==> src/hw/rtl/dplf_pkg.sv <==
// Shared constants, codes and types of the demand-paging frame manager.
`timescale 1ns / 1ps
package dplf_pkg;

  localparam int NUM_FRAMES = 64;
  localparam int FRAME_W    = $clog2(NUM_FRAMES);
  localparam int MAX_PAGES  = 64;
  localparam int PAGE_W     = $clog2(MAX_PAGES);
  localparam int MAX_ALLOCS = 16;
  localparam int SLOT_W     = $clog2(MAX_ALLOCS);
  localparam int COUNT_W    = FRAME_W + 1;
  localparam int CLOCK_W    = 48;
  localparam int HANDLE_W   = 16;
  localparam int SIZE_W     = 24;
  localparam int FSIZE_W    = 17;
  localparam int STAT_W     = 32;

  localparam logic [1:0] REQ_ALLOC   = 2'd0;
  localparam logic [1:0] REQ_ACCESS  = 2'd1;
  localparam logic [1:0] REQ_DEALLOC = 2'd2;

  localparam logic [1:0] ST_DONE    = 2'd0;
  localparam logic [1:0] ST_FAULT   = 2'd1;
  localparam logic [1:0] ST_REFUSED = 2'd2;

  // One entry of the frame table.
  typedef struct packed {
    logic [SLOT_W-1:0]  slot;
    logic [PAGE_W-1:0]  page;
    logic [CLOCK_W-1:0] last_use;
  } frame_word_t;

endpackage

==> src/hw/rtl/dplf_div.sv <==
// Restoring divider, one quotient bit per cycle, for the page count.
`timescale 1ns / 1ps
module dplf_div (
  input  logic                         clk,
  input  logic                         rst,
  input  logic                         start,
  input  logic [dplf_pkg::SIZE_W-1:0]  dividend,
  input  logic [dplf_pkg::FSIZE_W-1:0] divisor,
  output logic                         done,
  output logic [dplf_pkg::SIZE_W-1:0]  quotient,
  output logic                         rem_nonzero
);
  import dplf_pkg::*;

  localparam int CNT_W = $clog2(SIZE_W + 1);

  logic [FSIZE_W-1:0] rem;
  logic [SIZE_W-1:0]  quo;
  logic [FSIZE_W-1:0] dvs;
  logic [CNT_W-1:0]   cnt;
  logic               running;
  logic [FSIZE_W:0]   trial;
  logic [FSIZE_W:0]   diff;

  assign trial = {rem, quo[SIZE_W-1]};
  assign diff  = trial - {1'b0, dvs};

  always_ff @(posedge clk) begin
    if (rst) begin
      running <= 1'b0;
      done    <= 1'b0;
      cnt     <= '0;
    end else begin
      done <= 1'b0;
      if (start) begin
        running <= 1'b1;
        cnt     <= CNT_W'(SIZE_W);
      end else if (running) begin
        cnt <= cnt - 1'b1;
        if (cnt == CNT_W'(1)) begin
          running <= 1'b0;
          done    <= 1'b1;
        end
      end
    end
  end

  always_ff @(posedge clk) begin
    if (start) begin
      quo <= dividend;
      rem <= '0;
      dvs <= divisor;
    end else if (running) begin
      if (trial >= {1'b0, dvs}) begin
        rem <= diff[FSIZE_W-1:0];
        quo <= {quo[SIZE_W-2:0], 1'b1};
      end else begin
        rem <= trial[FSIZE_W-1:0];
        quo <= {quo[SIZE_W-2:0], 1'b0};
      end
    end
  end

  assign quotient    = quo;
  assign rem_nonzero = (rem != '0);

endmodule

==> config.mk <==
export PLATFORM = sky130hd
export DESIGN_NAME = dplf_div
export DESIGN_NICKNAME = d
export VERILOG_FILES = /design/src/hw/rtl/dplf_pkg.sv /design/src/hw/rtl/dplf_div.sv
export SDC_FILE = /design/constraint.sdc
export NUM_CORES = 1
export LEC_CHECK = 0
export BUFFER_PORTS_ARGS = -buffer_cell sky130_fd_sc_hd__buf_2
export CAP_MARGIN = 40
export CORE_MARGIN = 10
export CORE_UTILIZATION = 45
export DETAILED_ROUTE_END_ITERATION = 8
export PLACE_DENSITY = 0.67
export SKIP_LAST_GASP = 1
export SLEW_MARGIN = 10
export SYNTH_ARGS = -nofsm -noshare
export SYNTH_HDL_FRONTEND = slang
export SYNTH_SLANG_ARGS = --single-unit
==> constraint.sdc <==
create_clock -name clk -period 8.41 [get_ports clk]
set_clock_uncertainty 0.2 [all_clocks]
set_input_delay 0.4205 -clock clk [delete_from_list [all_inputs] [get_ports clk]]
set_output_delay 0.4205 -clock clk [all_outputs]
set_load 0.03 [all_outputs]
; ---- Yosys cells after proc, flatten, opt, wreduce, memory -nomap -nowiden
; Cells that the tools add are included.
; Widths: inputs -> output; s select.
[totals]
wordCells = 26
ff_bits = 65
output_inout_bits = 26
[op_classes]
bitwise = 1
eq_ne = 1
mux = 10
add_sub_neg = 2
n_lt_le_gt_ge = 1
reduce_logical = 4
[ops]
columns = op, n
row1 = $mux 24, 2
row2 = $ge 18x17->1, 1
row3 = $mux 17, 1
row4 = $reduce_bool 17->1, 1
row5 = $sub 17x17->17, 1
row6 = $mux 5, 2
row7 = $eq 5x1->1 const B, 1
row8 = $mux 1, 5
row9 = $sub 5x1->5 const B, 1
row10 = $reduce_or 3->1, 1
row11 = $reduce_bool 2->1, 1
row12 = $reduce_or 2->1, 1
row13 = $not 1->1, 1

; ---- Longest topological paths before layout
; Gate-level depths: netlist of the first run.
[depth]
word_depth = 4
mapped_depth = 12
ltp_nobuf = 10

; ---- Worst setup path before layout of the first run
; OpenSTA, ideal clock, no wires.
[synth_path]
path_kind = reg-to-reg
startpoint = register quo[23] (netlist: quotient[23])
endpoint = register quo[0] (netlist: quotient[0]) (data pin)
stages_incl_launch_ff = 10
setup_ns = 0.260
path_slack_ns = 5.484
arrival_time_ns = 2.466
cell_sequence = edfxtp_1 -> inv_1 -> ha_1 -> inv_1 -> fa_1 -> a21o_1 -> a221o_1 -> o211ai_2 -> nand4_1 -> mux2_2
[synth_between]
elab_chain_len = 4
[synth_rtl]
columns = item, line
row1 = start: declaration, dplf_div.sv:18  ; logic [SIZE_W-1:0] quo;
row2 = start signal: assignment, dplf_div.sv:50  ; quo <= dividend;
row3 = start signal: assignment, dplf_div.sv:56  ; quo <= {quo[SIZE_W-2:0], 1'b1};
row4 = start signal: assignment, dplf_div.sv:59  ; quo <= {quo[SIZE_W-2:0], 1'b0};
row5 = $ge 18x17->1, dplf_div.sv:54  ; if (trial >= {1'b0, dvs}) begin
row6 = $mux 1, dplf_div.sv:54
row7 = $mux 24, dplf_div.sv:53  ; end else if (running) begin
row8 = $mux 24, dplf_div.sv:49  ; if (start) begin
; No other way between the ends. The select of a mux whose other input is x is not followed.
; A chain may end at the register's enable or synchronous reset.

; ---- Worst setup path after layout of the first run
[layout_path]
startpoint = register quo[23] (netlist: quotient[23])
endpoint = register rem[0]
[layout_between]
elab_chain_len = 2
[layout_rtl]
columns = item, line
row1 = $sub 17x17->17 / $ge 18x17->1 (equally long branches), "dplf_div.sv:26, dplf_div.sv:54"
row2 = $mux 17 *, dplf_div.sv:54
row3 = end signal: assignment, dplf_div.sv:55  ; rem <= diff[FSIZE_W-1:0];
row4 = end signal: assignment, dplf_div.sv:58  ; rem <= trial[FSIZE_W-1:0];
row5 = end: declaration, dplf_div.sv:17  ; logic [FSIZE_W-1:0] rem;
; Every way passes the cells marked *; elsewhere a longest branch is shown, timed or not.

==> reports/qor.yml, run 1 <==
status:
  outcome: "complete, no violations"
setup_path:
  cpMaxStageDelayCell: "and4_1"
  max_stage_delay_ns: 0.70
  start_kind: "flip-flop"
  crit_required_ns: 8.45
  endpoint_kind: "flip-flop"
  arrival_ns: 3.29
  cp_max_fo: 23
  worstSetupPathType: "flip-flop to flip-flop"
  critPathMostFrequentCell: "inv_1"
  path_cells: "inv_1, ha_1, inv_1, fa_1, a21o_1, a221o_1, o211ai_2, and4_1, mux2i_1, a22o_1"
detailed_routing:
  viasPerCell: 5.473
  drc: 0
  drtIter0Drc: 235
  vias: 2786
  antenna_left: 0
  avgRoutedWirePerCell_microns: 16.10
  first_pass_iters: 5
  routed_wl_mm: 8.197
layout:
  fin_cells: 509
  antenna_cells: 0
  nFillCells: 715
  final_cell_mix: "buf_2, edfxtp_1, inv_1, nand2_1"
  area_delta_synth_final_pct: 18.95
  nNetsFinal: 466
  final_common_cell: "buf_2"
  drive_above_1_share_pct: 28.75
yosys:
  synth_top_area_cell: "edfxtp_1"
  syn_area_sq_um: 3565
  synthCells: 332
  synth_flop_cell: "edfxtp_1"
  syn_nets: 396
  synth_top_area_share_pct: 34.54
  synth_cell_type_count: 55
  synth_edf_count: 41
  ys_ff_latch: 65
  syn_area_per_cell_sq_um: 10.74
  synth_area_leaders: "edfxtp_1, dfxtp_1, mux2_2"
  synth_sequential_area_ratio_pct: 48.02
  async_flop_share_pct: 0
  synth_warnings: 0
cts:
  post_cts_buffers: 0
  clk_latency_ns: 0.35
  post_cts_resized: 0
  cts_buffers: 9
  postCtsHoldBufs: 0
  path_clk_slew_ns: 0.08
  cts.sinks: 65
  root_buffer: "clkbuf_8"
  cts_tree: "yes"
  cts_buffer_depth: 2
  ctsHtreeMaxLevel: 3
sta:
  slew_violations: 0
  worst_pin_slew_ns: 0.7444
  tns_ns: 0
  max-slew-margin-rel_pct: 50.37
  fin_ws_ns: 5.157
  finalCritPeriodShare_pct: 38.68
  hold_viol: 0
  period_needed_ns: 3.253
  max_freq_ghz: 0.3074
  rsz0062_at_grt: "no"
  setup_viol: 0
placed_design:
  place_congestion: 0.8972
  dp_cells: 493
  hpwl_mm: 6.064
  io_buffers: 69
  detailedPlace.worstSlack_ns: 5.199
grt:
  grt_max_degree: 55
  antenna_found_initial: 0
  grt_use_total_pct: 14.01
  grt_overflow_total: 0
  grt_pass1_vias: 2743
  grt_pass1_wl_mm: 13.31
power:
  powerDensity_nw_per_um2: 193.4
  peakVddDrop_v: 0.0001265
  power.leakage_nw: 1.815
  fin_total_pwr_w: 0.0008199
floorplanning:
  io_pins: 70
  rows: 32
  dieWidth_microns: 109
  start_util_pct: 46.13
  die_y_microns: 109
  core_area_sq_um: 7727
  die_area_sq_um: 11880
flow_run:
  maxCapViolCount: 0
worst_hold_path:
  hp-class: "input pin to flip-flop"
-- flip-flops by register name, indices dropped and copies added (netlist names) --
register and flops:
quotient 24, dvs 17, rem 17, done 1, running 1, cnt 5
-- critical path, delay by kind of cell, from the launching register on --
| kind | cells | cell delay [ns] |
|---|---|---|
| compound gates | 4 | 0.96 |
| buf+inv | 2 | 0.16 |
| fa+ha+maj | 2 | 0.57 |
| flops | 1 | 0.39 |
| simple gates | 1 | 0.70 |
| mux | 1 | 0.16 |
-- kinds of logic (layout without fill, tap and decap cells) --
group	Yosys count	in the layout	share of synthesized area [%]
adders and majority gates	20	20	7.231
and+or+nand+nor	89	89	12.57
DFF	65	65	48.02
muxes	25	25	7.862
AOI/OAI and AO/OA	79	79	16.04
xor gates and xnor gates	15	15	3.686
buffers and inverters	39	114	4.598
-- final timing paths --
kind	from	endpoint	slack (ns)	depth (start not counted)
worst max-delay path	quotient[23]	rem[0]	5.16	10
worst min-delay path	divisor[2]	dvs[2]	0.04	1
worst max register to register	quotient[23]	rem[0]	5.16	10
worst min register to register	cnt[1]	cnt[1]	0.31	2
-- routing by layer --
layer / vias to the layer above / track usage, % / routed length (microns)
li1: 1387 / - / -
met1: 1320 / 18.37 / 3657
met2: 73 / 21.38 / 3967
met3: 6 / 3.127 / 500
met4: 0 / 6.780 / 72
met5: - / 0 / 0
-- Yosys cell counts, drive strengths merged (4+ instances only) --
| master | instances |
|---|---|
| a32oi | 8 |
| mux2 | 24 |
| nand4 | 4 |
| ha | 19 |
| inv | 25 |
| nand3 | 17 |
| xnor2 | 7 |
| dfxtp | 24 |
| and3 | 4 |
| buf | 11 |
| o21ai | 12 |
| a21oi | 19 |
| nor2 | 18 |
| xor2 | 8 |
| o311ai | 5 |
| nand2 | 25 |
| nand2b | 5 |
| nor4 | 5 |
| a21o | 7 |
| edfxtp | 41 |
-- per-stage QoR --
stage	hold slack (ns)	utilization (%)	cell area, sq um
4_1_cts	0.02029	54.87	4240
3_5_place_dp	0.2947	52.04	4021
3_3_place_gp	0.2848	51.44	3975
6_report	0.03705	54.87	4240
5_1_grt	0.02439	54.87	4240
2_1_floorplan	0.2680	-	3565
-- report_power, final --
group	total [W]	internal, W	leakage [nW]	switching (W)
Combinational	0.000145	0.0000572	1.10	0.0000874
Clock	0.000297	0.000169	0.111	0.000129
Sequential	0.000378	0.000366	0.604	0.0000124
Total	0.000820	0.000591	1.82	0.000229
-- area by class of cell --
class                           count  area [sq um]  share of cell area [%]
Sequential cell                    65          1712                   40.37
Multi-Input combinational cell    228          1689                   39.83
Timing Repair Buffer               73         399.1                   9.413
Clock buffer                       10         127.6                   3.010
Tap cell                          102         127.6                   3.010
Inverter                           25         93.84                   2.213
Clock inverter                      6         91.34                   2.154
Power figures use the tool's default switching activity.
==> inputs of run 2 (changes only) <==
--- a/config.mk
+++ b/config.mk
@@ -10,7 +10,7 @@
 export CORE_MARGIN = 10
 export CORE_UTILIZATION = 45
 export DETAILED_ROUTE_END_ITERATION = 8
-export PLACE_DENSITY = 0.67
+export PLACE_DENSITY = 0.7
 export SKIP_LAST_GASP = 1
 export SLEW_MARGIN = 10
 export SYNTH_ARGS = -nofsm -noshare
==> constraint.sdc (replaced) <==
create_clock -name clk -period 2.9 [get_ports clk]
set_clock_uncertainty 0.2 [all_clocks]
set_input_delay 0.145 -clock clk [delete_from_list [all_inputs] [get_ports clk]]
set_output_delay 0.145 -clock clk [all_outputs]
set_load 0.03 [all_outputs]
==> run 2 against run 1 <==
Against the previous run:
- register-to-register slack worse by 5.0 ns
- final cell count up 9.2%
- design area up 10%
- clock power rose to 2.7 times the previous value
- die area unchanged
- non-clock buffer count up 47
- first-iteration DRC count down 34%
==> reports/qor.yml, run 2 (synthesized netlist as in run 1, its figures left out) <==
layout:
  fin_cells: 556  # was 509
  final_cell_mix: "buf_2, dlygate4sd3_1, edfxtp_1"  # was buf_2, edfxtp_1, inv_1, nand2_1
  stdcell_area_sq_um: 4668  # was 4240 sq um
  antenna_cells: 0  # unchanged
  final_common_cell: "buf_2"  # unchanged
  nNetsFinal: 513  # was 466
  largest_register_ffs: 24  # unchanged
  area_delta_synth_final_pct: 30.96  # was 18.95%
  drive_above_1_share_pct: 27.53  # was 28.75%
placed_design:
  hpwl_mm: 6.358  # was 6.064 mm
  place_congestion: 0.9491  # was 0.8972
  postPlaceCellArea_sq_um: 4041  # was 4021 sq um
  detailedPlace.worstSlack_ns: 0.1174  # was 5.199 ns
  io_buffers: 69  # unchanged
  dp_cells: 498  # was 493
setup_path:
  cp_max_fo: 5  # was 23
  endpoint_kind: "flip-flop"  # unchanged
  crit_required_ns: 2.81  # was 8.45 ns
  critPathMostFrequentCell: "inv_1"  # unchanged
  max_stage_delay_ns: 0.38  # was 0.70 ns
  path_cells: "inv_1, ha_1, inv_1, fa_2, a21o_1, a221o_1, o211ai_2, nand4_1, mux2_4"  # was inv_1, ha_1, inv_1, fa_1, a21o_1, a221o_1, o211ai_2, and4_1, mux2i_1, a22o_1
  worstSetupPathType: "flip-flop to flip-flop"  # unchanged
  start_kind: "flip-flop"  # unchanged
  cpMaxStageDelayCell: "edfxtp_1"  # was and4_1
  arrival_ns: 2.67  # was 3.29 ns
detailed_routing:
  vias: 3032  # was 2786
  first_pass_iters: 5  # unchanged
  routed_wl_mm: 8.919  # was 8.197 mm
  antenna_left: 0  # unchanged
  avgRoutedWirePerCell_microns: 16.04  # was 16.10 microns
  drtIter0Drc: 154  # was 235
  drc: 0  # unchanged
  viasPerCell: 5.453  # was 5.473
power:
  peakVddDrop_v: 0.0002643  # was 0.0001265 V
  powerDensity_nw_per_um2: 506.9  # was 193.4 nW/um^2
  fin_total_pwr_w: 0.002366  # was 0.0008199 W
  power.leakage_nw: 1.994  # was 1.815 nW
grt:
  grt_max_degree: 37  # was 55
  grt_overflow_total: 0  # unchanged
  grt_use_total_pct: 14.94  # was 14.01%
  grt_pass1_wl_mm: 14.16  # was 13.31 mm
  grt_pass1_vias: 3004  # was 2743
  antenna_found_initial: 0  # unchanged
sta:
  max_freq_ghz: 0.3613  # was 0.3074 GHz
  worst_pin_slew_ns: 0.7886  # was 0.7444 ns
  setup_viol: 0  # unchanged
  period_needed_ns: 2.768  # was 3.253 ns
  slew_violations: 0  # unchanged
  finalCritPeriodShare_pct: 95.43  # was 38.68%
  rsz0062_at_grt: "no"  # unchanged
  hold_viol: 0  # unchanged
  hold_ws_ns: 0.05713  # was 0.03705 ns
  fin_ws_ns: 0.1324  # was 5.157 ns
  max-slew-margin-rel_pct: 47.32  # was 50.37%
floorplanning:
  start_util_pct: 46.13  # unchanged
  dieWidth_microns: 109  # unchanged
  rows: 32  # unchanged
  core_area_sq_um: 7727  # unchanged
  die_y_microns: 109  # unchanged
  io_pins: 70  # unchanged
  die_area_sq_um: 11880  # unchanged
status:
  outcome: "complete, no violations"  # unchanged
cts:
  root_buffer: "clkbuf_8"  # unchanged
  ctsHtreeMaxLevel: 3  # unchanged
  path_clk_slew_ns: 0.08  # about the same
  post_cts_buffers: 0  # unchanged
  cts.sinks: 65  # unchanged
  cts_buffer_depth: 2  # unchanged
  cts_buffers: 9  # unchanged
  cts_tree: "yes"  # unchanged
  clk_latency_ns: 0.35  # about the same
flow_run:
  maxCapViolCount: 0  # unchanged
worst_hold_path:
  hp-class: "input pin to flip-flop"  # unchanged
-- run 2: final timing paths --
kind | startpoint | end | slack [ns] | cells after the start
min reg2reg | cnt[1] | cnt[1] | 0.31 | 2
max | quotient[23] | quotient[0] | 0.13 | 9
max reg2reg | quotient[23] | quotient[0] | 0.13 | 9
min | start | dvs[13] | 0.06 | 1
-- run 2: metal layers --
metal	track usage (%)	vias to the layer above	share of wire, %
met5	0	-	0
met4	6.215	0	2.1
met3	4.484	17	7.5
met2	24.12	108	47
met1	18.19	1425	43
li1	-	1482	-
-- run 2: repair_timing --
item | CTS | global route
gates resized for setup | 0 | 1
hold endpoints to repair | 48 | 0
endpoints found under the setup margin | 0 | 1
hold buffers | 42 | 0
-- run 2: through the flow --
stage | TNS [ns] | util [%]
finish | 0 | 60.41
global route | 0 | 60.41
CTS | 0 | 60.33
detailed placement | 0 | 52.30
global placement | 0 | 52.30
floorplan | -0.02162 | -
-- run 2: cell type report --
cell class              instances  area, sq um
fillers                       626         3059
flip-flops and latches         65         1712
multi-input cells             228         1702
repair buffers                120        833.3
well taps                     102        127.6
clock buffers                   9        123.9
inverters                      25        93.84
clock inverters                 7        76.32
-- run 2: worst max-delay path, delay by kind of cell, from the launching register on --
kind	cells	cell delay, ns
AOI/OAI and AO/OA	3	0.71
adders and majority gates	2	0.51
DFF	1	0.38
muxes	1	0.34
buffers and inverters	2	0.13
and+or+nand+nor	1	0.25
-- run 2: power by group --
part           leakage (nW)  switching (W)  internal (W)
registers             0.604      0.0000361       0.00106
clock network        0.0966       0.000394      0.000404
logic                  1.29       0.000270      0.000202
total                  1.99       0.000700       0.00167
==> inputs of run 3 (changes only) <==
--- a/config.mk
+++ b/config.mk
@@ -6,11 +6,11 @@
 export NUM_CORES = 1
 export LEC_CHECK = 0
 export BUFFER_PORTS_ARGS = -buffer_cell sky130_fd_sc_hd__buf_2
-export CAP_MARGIN = 40
+export CAP_MARGIN = 20
 export CORE_MARGIN = 10
 export CORE_UTILIZATION = 45
 export DETAILED_ROUTE_END_ITERATION = 8
-export PLACE_DENSITY = 0.7
+export PLACE_DENSITY = 0.81
 export SKIP_LAST_GASP = 1
 export SLEW_MARGIN = 10
 export SYNTH_ARGS = -nofsm -noshare
==> run 3 against run 2 <==
Against the previous run:
- sequential share of layout area decreased by 0.30 points
- via count grew 0.79%
- combinational power up 1%
- worst hold slack got worse by 0.0036 ns
- non-clock buffer count rose by 1
- worst setup slack worse by 0.061 ns
- sequential power about the same
- wire length increased by 5.7%
- register-to-register slack lost 0.06 ns
- critical endpoint is now rem[9]
- largest power group unchanged
==> reports/qor.yml, run 3 (synthesized netlist as in run 1, its figures left out) <==
status:
  outcome: "complete, no violations"  # unchanged
sta:
  tns_ns: 0  # unchanged
  hold_ws_ns: 0.05351  # was 0.05713 ns
  max_freq_ghz: 0.3535  # was 0.3613 GHz
  worst_pin_slew_ns: 0.8904  # was 0.7886 ns
  max-slew-margin-rel_pct: 40.57  # was 47.32%
  setup_viol: 0  # unchanged
  finalCritPeriodShare_pct: 97.55  # was 95.43%
  period_needed_ns: 2.829  # was 2.768 ns
  hold_viol: 0  # unchanged
  slew_violations: 0  # unchanged
setup_path:
  crit_required_ns: 2.95  # was 2.81 ns
  start_kind: "flip-flop"  # unchanged
  cpMaxStageDelayCell: "edfxtp_1"  # unchanged
  critPathMostFrequentCell: "inv_1"  # unchanged
  cp_top_family: "compound AO/OA/AOI/OAI gates"  # unchanged
  path_cells: "inv_1, ha_1, inv_1, fa_2, a21o_1, a221o_1, o211ai_2, and4_4, buf_12, nand2_1, a311oi_2"  # was inv_1, ha_1, inv_1, fa_2, a21o_1, a221o_1, o211ai_2, nand4_1, mux2_4
  endpoint_kind: "flip-flop"  # unchanged
  max_stage_delay_ns: 0.40  # was 0.38 ns
  worstSetupPathType: "flip-flop to flip-flop"  # unchanged
  cp_max_fo: 12  # was 5
  arrival_ns: 2.88  # was 2.67 ns
  crit_buf_inv: 3  # was 2
power:
  fin_total_pwr_w: 0.002366  # about the same
  peakVddDrop_v: 0.0002667  # was 0.0002643 V
  powerDensity_nw_per_um2: 502.6  # was 506.9 nW/um^2
  power.leakage_nw: 2.026  # was 1.994 nW
layout:
  finish.utilization_pct: 60.91  # was 60.41%
  drive_above_1_share_pct: 27.69  # was 27.53%
  largest_register_ffs: 24  # unchanged
  nNetsFinal: 514  # was 513
  final_cell_mix: "buf_2, dlygate4sd3_1, edfxtp_1"  # unchanged
  area_delta_synth_final_pct: 32.05  # was 30.96%
  final_common_cell: "buf_2"  # unchanged
placed_design:
  io_buffers: 69  # unchanged
  place_congestion: 0.9524  # was 0.9491
  hpwl_mm: 6.501  # was 6.358 mm
grt:
  grt_pass1_wl_mm: 14.75  # was 14.16 mm
  grt_max_degree: 37  # unchanged
  grt_overflow_total: 0  # unchanged
  grt_use_total_pct: 15.86  # was 14.94%
  grt_pass1_vias: 3109  # was 3004
  antenna_found_initial: 0  # unchanged
detailed_routing:
  vias: 3056  # was 3032
  drtIter0Drc: 238  # was 154
  antenna_left: 0  # unchanged
  avgRoutedWirePerCell_microns: 16.90  # was 16.04 microns
  viasPerCell: 5.477  # was 5.453
  routed_wl_mm: 9.428  # was 8.919 mm
  drc: 0  # unchanged
  first_pass_iters: 5  # unchanged
floorplanning:
  rows: 32  # unchanged
  dieWidth_microns: 109  # unchanged
  io_pins: 70  # unchanged
  die_area_sq_um: 11880  # unchanged
  start_util_pct: 46.13  # unchanged
  core_area_sq_um: 7727  # unchanged
  die_y_microns: 109  # unchanged
flow_run:
  maxCapViolCount: 0  # unchanged
cts:
  cts.sinks: 65  # unchanged
  root_buffer: "clkbuf_8"  # unchanged
  cts_buffers: 9  # unchanged
  path_clk_slew_ns: 0.08  # about the same
  ctsHtreeMaxLevel: 3  # unchanged
  cts_buffer_depth: 2  # unchanged
  cts_tree: "yes"  # unchanged
  clk_latency_ns: 0.35  # about the same
worst_hold_path:
  hp-class: "input pin to flip-flop"  # unchanged
## run 3: cell type report
cell class                      instances  area (sq um)
Antenna cell                            1         2.502
Clock buffer                            9         123.9
Clock inverter                          7         78.83
Fill cell                             588          3020
Inverter                               25         93.84
Multi-Input combinational cell        228          1698
Sequential cell                        65          1712
Tap cell                              102         127.6
Timing Repair Buffer                  121         870.8
## run 3: metal layers
layer / track usage [%] / routed length (microns) / vias up
met1: 16.86 / 3687 / 1398
met5: 0 / 0 / -
met4: 8.945 / 303 / 0
li1: - / - / 1490
met3: 5.192 / 744 / 27
met2: 27.16 / 4693 / 141
## run 3: what timing repair did
item / CTS / global route
pin swaps: 1 / 1
hold endpoints to repair: 48 / 0
endpoints found under the setup margin: 1 / 4
cloned: 0 / 1
buffers inserted: 1 / 2
resized for setup: 0 / 1
hold buffers: 42 / 0
## run 3: worst paths after layout
check,start,end,slack (ns),cells after the start
max,quotient[23],rem[9],0.07,11
max reg2reg,quotient[23],rem[9],0.07,11
min,start,dvs[13],0.05,1
min reg2reg,cnt[1],cnt[1],0.30,2
## run 3: power by group
group | total (W) | switching, W | internal [W]
clock network | 0.000789 | 0.000385 | 0.000404
registers | 0.00110 | 0.0000379 | 0.00106
logic | 0.000478 | 0.000275 | 0.000203
## run 3: per-stage QoR
| step | worst slack [ns] | instances | area (sq um) |
|---|---|---|---|
| 2_1_floorplan | -0.02162 | 332 | 3571 |
| 3_3_place_gp | 0.003991 | 495 | 4031 |
| 3_5_place_dp | -0.05109 | 495 | 4031 |
| 4_1_cts | 0.04140 | 554 | 4662 |
| 5_1_grt | -0.02071 | 557 | 4705 |
| 6_report | 0.07101 | 558 | 4707 |
## run 3: worst reg2reg max path: cells and delay by family, from the launching register on
kind	cells	cell delay (ns)
AOI/OAI and AO/OA	4	0.99
adders and majority gates	2	0.51
DFF	1	0.40
and+or+nand+nor	2	0.33
buffers and inverters	3	0.30
